File: src/rtl/mbi_pkg.sv
// ----------------------------------------------------------------------------
// mbi_pkg
// Shared types and constants of the masked bit interleaver: transaction
// payloads, opcodes, register indexes and register reset values.
// ----------------------------------------------------------------------------
package mbi_pkg;

   localparam int WORD_LEN  = 64;
   localparam int HALF_LEN  = 32;
   // A rank counts selected positions below a bit, at most the full word.
   localparam int RANK_BITS = 7;
   localparam int HALF_IDX_BITS = 5;

   localparam logic [WORD_LEN-1:0] POSITION_MASK_RESET = 64'h5555_5555_5555_5555;
   localparam logic                SWAP_SIDES_RESET    = 1'b1;

   typedef enum logic {
      OP_INTERLEAVE   = 1'b0,
      OP_DEINTERLEAVE = 1'b1
   } opcode_type;

   typedef enum logic {
      CSR_POSITION_MASK = 1'b0,
      CSR_SWAP_SIDES    = 1'b1
   } csr_index_type;

   typedef struct packed {
      opcode_type            opcode;
      logic [HALF_LEN-1:0]   left_in;
      logic [HALF_LEN-1:0]   right_in;
      logic [WORD_LEN-1:0]   word_in;
   } req_type;

   typedef struct packed {
      logic [WORD_LEN-1:0]   word_out;
      logic [HALF_LEN-1:0]   left_out;
      logic [HALF_LEN-1:0]   right_out;
   } rsp_type;

endpackage

File: src/rtl/mbi_rank.sv
// ----------------------------------------------------------------------------
// mbi_rank
// Registered rank table: for every word position, the number of left side
// positions below it, built by a parallel prefix count over the select mask.
// ----------------------------------------------------------------------------
module mbi_rank
   import mbi_pkg::*;
#(
   parameter int WORD_BITS = 64
) (
   input  logic                                 clock,
   input  logic [WORD_BITS-1:0]                 left_sel,
   output logic [WORD_BITS-1:0][RANK_BITS-1:0]  left_rank_ff
);

   localparam int LEVELS = $clog2(WORD_BITS);

   logic [LEVELS:0][WORD_BITS-1:0][RANK_BITS-1:0] scan;
   logic [WORD_BITS-1:0][RANK_BITS-1:0]           left_rank_in;

   // Each level adds the partial count from a distance twice the last one.
   always_comb begin
      for (int p = 0; p < WORD_BITS; p++) begin
         scan[0][p] = RANK_BITS'(left_sel[p]);
      end
      for (int lv = 0; lv < LEVELS; lv++) begin
         for (int p = 0; p < WORD_BITS; p++) begin
            if (p >= (1 << lv)) begin
               scan[lv+1][p] = scan[lv][p] + scan[lv][p - (1 << lv)];
            end else begin
               scan[lv+1][p] = scan[lv][p];
            end
         end
      end
      for (int p = 0; p < WORD_BITS; p++) begin
         left_rank_in[p] = scan[LEVELS][p] - RANK_BITS'(left_sel[p]);
      end
   end

   // The table follows the registers in the cycle after; the user must change
   // them only while no transaction is in flight, as the block does not enforce it.
   always_ff @(posedge clock) begin
      left_rank_ff <= left_rank_in;
   end

endmodule

File: config.mk
export PLATFORM = sky130hd
export DESIGN_NAME = mbi_rank
export DESIGN_NICKNAME = d
export VERILOG_FILES = /design/src/rtl/mbi_pkg.sv /design/src/rtl/mbi_rank.sv
export SDC_FILE = /design/constraint.sdc
export NUM_CORES = 2
export LEC_CHECK = 0
export BUFFER_PORTS_ARGS = -buffer_cell sky130_fd_sc_hd__buf_2
export CELL_PAD_IN_SITES_DETAIL_PLACEMENT = 1
export CELL_PAD_IN_SITES_GLOBAL_PLACEMENT = 1
export CORE_UTILIZATION = 40
export DETAILED_ROUTE_END_ITERATION = 10
export GPL_TIMING_DRIVEN = 0
export PLACE_DENSITY = 0.82
export SLEW_MARGIN = 20
export SYNTH_ARGS = -nofsm -noshare
export SYNTH_HDL_FRONTEND = slang
export SYNTH_SLANG_ARGS = --single-unit
File: constraint.sdc
create_clock -name clock -period 5.9 [get_ports clock]
set_input_delay 0 -clock clock [delete_from_list [all_inputs] [get_ports clock]]
set_output_delay 0 -clock clock [all_outputs]
set_load 0.1 [all_outputs]
* Yosys cells after proc, flatten, opt, wreduce, memory -nomap -nowiden
Index checks and enable logic that the tools add are counted.
** Operators by class
- Add/subtract/negate cells :: 385
** Operators with widths (number)
- adder 4 x 4 -> 5 bit :: 52
- adder 5 x 5 -> 6 bit :: 40
- adder 3 x 3 -> 4 bit :: 58
- subtractor 7 x 1 -> 7 bit :: 32
- adder 2 x 2 -> 3 bit :: 61
- adder 1 x 1 -> 2 bit :: 63
- adder 6 x 6 -> 7 bit :: 16
- subtractor 6 x 1 -> 7 bit :: 16
- adder 6 x 5 -> 7 bit :: 8
- subtractor 5 x 1 -> 6 bit :: 8
- adder 6 x 4 -> 7 bit :: 4
- adder 5 x 4 -> 6 bit :: 4
- subtractor 4 x 1 -> 5 bit :: 4
- adder 6 x 3 -> 7 bit :: 2
- adder 5 x 3 -> 6 bit :: 2
- adder 4 x 3 -> 5 bit :: 2
- subtractor 3 x 1 -> 4 bit :: 2
- adder 6 x 1 -> 7 bit :: 1
- adder 6 x 2 -> 7 bit :: 1
- adder 5 x 1 -> 6 bit :: 1
- adder 5 x 2 -> 6 bit :: 1
- adder 4 x 1 -> 5 bit :: 1
- adder 4 x 2 -> 5 bit :: 1
- adder 3 x 1 -> 4 bit :: 1
- other kinds (4) :: 4
** Word-level totals
- Bits in registers :: 417
- Input port bits :: 65
- Output and inout bits :: 448
- Logic and storage cells :: 449

* Depth between registers and ports, before layout
- Word-level depth :: 7
- Gate-level depth with buffers :: 27

* Worst setup path before layout
OpenSTA, ideal clock, no wires.
- Kind :: input-to-reg
- From :: in left_sel[0]
- To :: reg left_rank_ff[447] (netlist bit)
- Setup time :: 0.072 ns
- Arrival time :: 5.939 ns
- Data required time :: 5.828 ns
- Slack :: -0.112 ns
- Stages on the path :: 22
- Buffers on the path :: 0
- Path through :: ha_1 ha_1 fa_1 inv_1 fa_1 inv_1 fa_1 inv_1 fa_1 xor2_1 inv_1 ha_1 inv_1 fa_1 fa_1 inv_1 ha_1 a21o_1 a21oi_1 o21bai_1 a21oi_1 xnor2_1
** RTL lines
- start, declared :: line mbi_rank.sv:12 : input logic [WORD_BITS-1:0] left_sel,
- end signal, assigned :: line mbi_rank.sv:43 : left_rank_ff <= left_rank_in;
- end, declared :: line mbi_rank.sv:13 : output logic [WORD_BITS-1:0][RANK_BITS-1:0] left_rank_ff

==> results.cfg <==
[cells_and_area]
largest_reg_flops = 414
reg_top3 = left_rank_ff x414
regMostFlops = left_rank_ff
final_util = 0.472
area_growth_pct = 16.3
nets = 6085
drive_gt1_frac = 0.152

[synthesis]
synth_seq_cells = 414
async_reset_ff_frac = 0
ys_seq_area_frac = 0.203
synth_area_um2 = 40900
synth.distinct_cells = 51
ys_warn_count = 0
syn_avg_cell_area_um2 = 10.0
synth-edff-count = 0
synthCells = 4076
synth_flop_cell = dfxtp_1

[routing]
wl_per_cell_um = 22.0
drcViolationCount = 0
ant_nets = 0
drt-total-wl_um = 134000
drt_iter0_drc = 1082
firstDrtPassIters = 5
viasPerCell = 4.93
num_vias = 30000

[worst_setup_path]
crit_fanout = 5
start_kind = input pin
cp_num_buf_inv = 6
cp_slowest_stage_delay_ps = 650
critPathKind = in -> reg
cp.required_ps = 6450
cpLargestDelayFamily = adder cells
cp_cell_sequence = buf_2, ha_1, ha_1, fa_2, clkinvlp_4, fa_2, inv_2, fa_1, xnor2_4, ha_1, inv_1, nor2_1, nor2_1, xnor2_2, inv_1, fa_1, fa_1, inv_1, ha_1, a21oi_2, o21bai_1, a21oi_1, xnor2_1
critPathMostFrequentCell = ha_1
cpMaxStageDelayCell = fa_2
endpoint_kind = flop
arrival_ps = 6350

[global_routing]
grt_use_total = 0.258
antenna_found_initial = 10
overflow = 0
grt_pass1_vias = 34000
grt_pass1_wl_um = 200000
grt_start_max_net_pins = 14

[clocking]
cts_root_buffer = clkbuf_16
cts.htree.levels = 2
cts_buffer_depth = 3
cts_tree = yes
cts_buffers = 47
clkSinkCount = 414
path_clk_slew_ps = 70

[timing]
hold_ws_ps = 45.7
layout_min_cycle_time_ps = 5790
setup_tns_ps = 0
finalCritPeriodShare = 0.982
hold_viol_final = 0
fmax_mhz = 173
setup_violations = 0
slew_violations = 0
tightest_slew_ps = 739
slew_headroom = 0.507

[die]
initial_core_util = 0.406
die_h_um = 322
pin_count = 513
rows = 116
die_w_um = 322
core_um2 = 101000
dieArea_um2 = 104000

[job]
maxCapViolations = 0

[place]
gp_congestion = 0.896
dp_hpwl_um = 113000
port_buffers = 503

[outcome]
status = complete, no violations

[min_path]
hold_path_class = in -> reg
cells in the mapped netlist, drive strengths merged (15+ instances only):
master,number,area (um2)
ha,962,12000
xnor2,318,2870
dfxtp,414,8290
a21oi,212,1080
a21o,234,1760
o21bai,43,323
nor2,43,161
nor3,15,80.1
fa,374,7490
o21ai,25,125
nand2,39,146
inv,1079,4050
nor2b,15,93.8
and3,28,176
nand3,36,185
xor2,143,1290
buf,35,263
final timing paths:
check	from	to	slack [ps]	cells past startpoint
worst max-delay path	left_sel[2]	left_rank_ff[447]	110	23
worst min-delay path	left_sel[32]	left_rank_ff[225]	50	4
area by class of cell:
type,count,area (um2)
inverter,1079,4060
clock buffer,63,1330
antenna,8,20.0
buffer,36,267
timing repair buffer,550,2980
sequential,414,8290
fill,11500,53200
multi-input combinational,2556,28700
clock inverter,20,225
tap,1357,1700
layer usage:
metal,vias to the layer above,part of all wire,track usage
li1,14000,-,-
met1,14900,0.40,0.308
met5,-,0.00056,0
met3,295,0.053,0.0452
met2,801,0.50,0.458
met4,12,0.046,0.104
stage by stage:
step | cells | area [um2] | setup WS (ps)
after floorplan | 4085 | 40900 | 6.31
after global placement | 5945 | 45200 | -1220
after detailed placement | 5945 | 45200 | -1430
after CTS | 6066 | 47200 | 20.5
after global routing | 6075 | 47500 | -40.8
final | 6083 | 47600 | 108
layout by cell type, fill, tap and decap left out, drive strengths merged, types with 66 or more instances in the layout:
| cell | count |
|---|---|
| dfxtp | 414 |
| a21oi | 212 |
| clkbuf | 66 |
| buf | 548 |
| fa | 374 |
| ha | 962 |
| inv | 1086 |
| xor2 | 143 |
| xnor2 | 318 |
| a21o | 234 |
worst min-delay path, stage by stage:
cell   delay (ps)
buf_2         170
ha_1          220
inv_1          90
fa_1          170
logic make-up (layout without fill, tap and decap cells):
kind of cell | count (synthesis) | in the layout | share of synthesized area
fa+ha+maj | 1348 | 1348 | 0.480
simple gates | 204 | 204 | 0.0255
flops | 414 | 414 | 0.203
buf+inv | 1115 | 1748 | 0.106
xor+xnor | 461 | 461 | 0.102
compound gates | 533 | 533 | 0.0839
other cells | 1 | 18 | 0.0000917
timing repair:
| item | 4_1_cts | 5_1_grt |
|---|---|---|
| pin swaps | 4 | 8 |
| hold buffers | 34 | 1 |
| endpoints found under the hold margin | 44 | 1 |
| setup buffers | 4 | 8 |
| endpoints found under the setup margin | 15 | 15 |
| gates resized for setup | 21 | 49 |
Power is left out: the tool's default activity adds up to more than one toggle a clock period on the data nets, which glitch-free logic cannot reach.
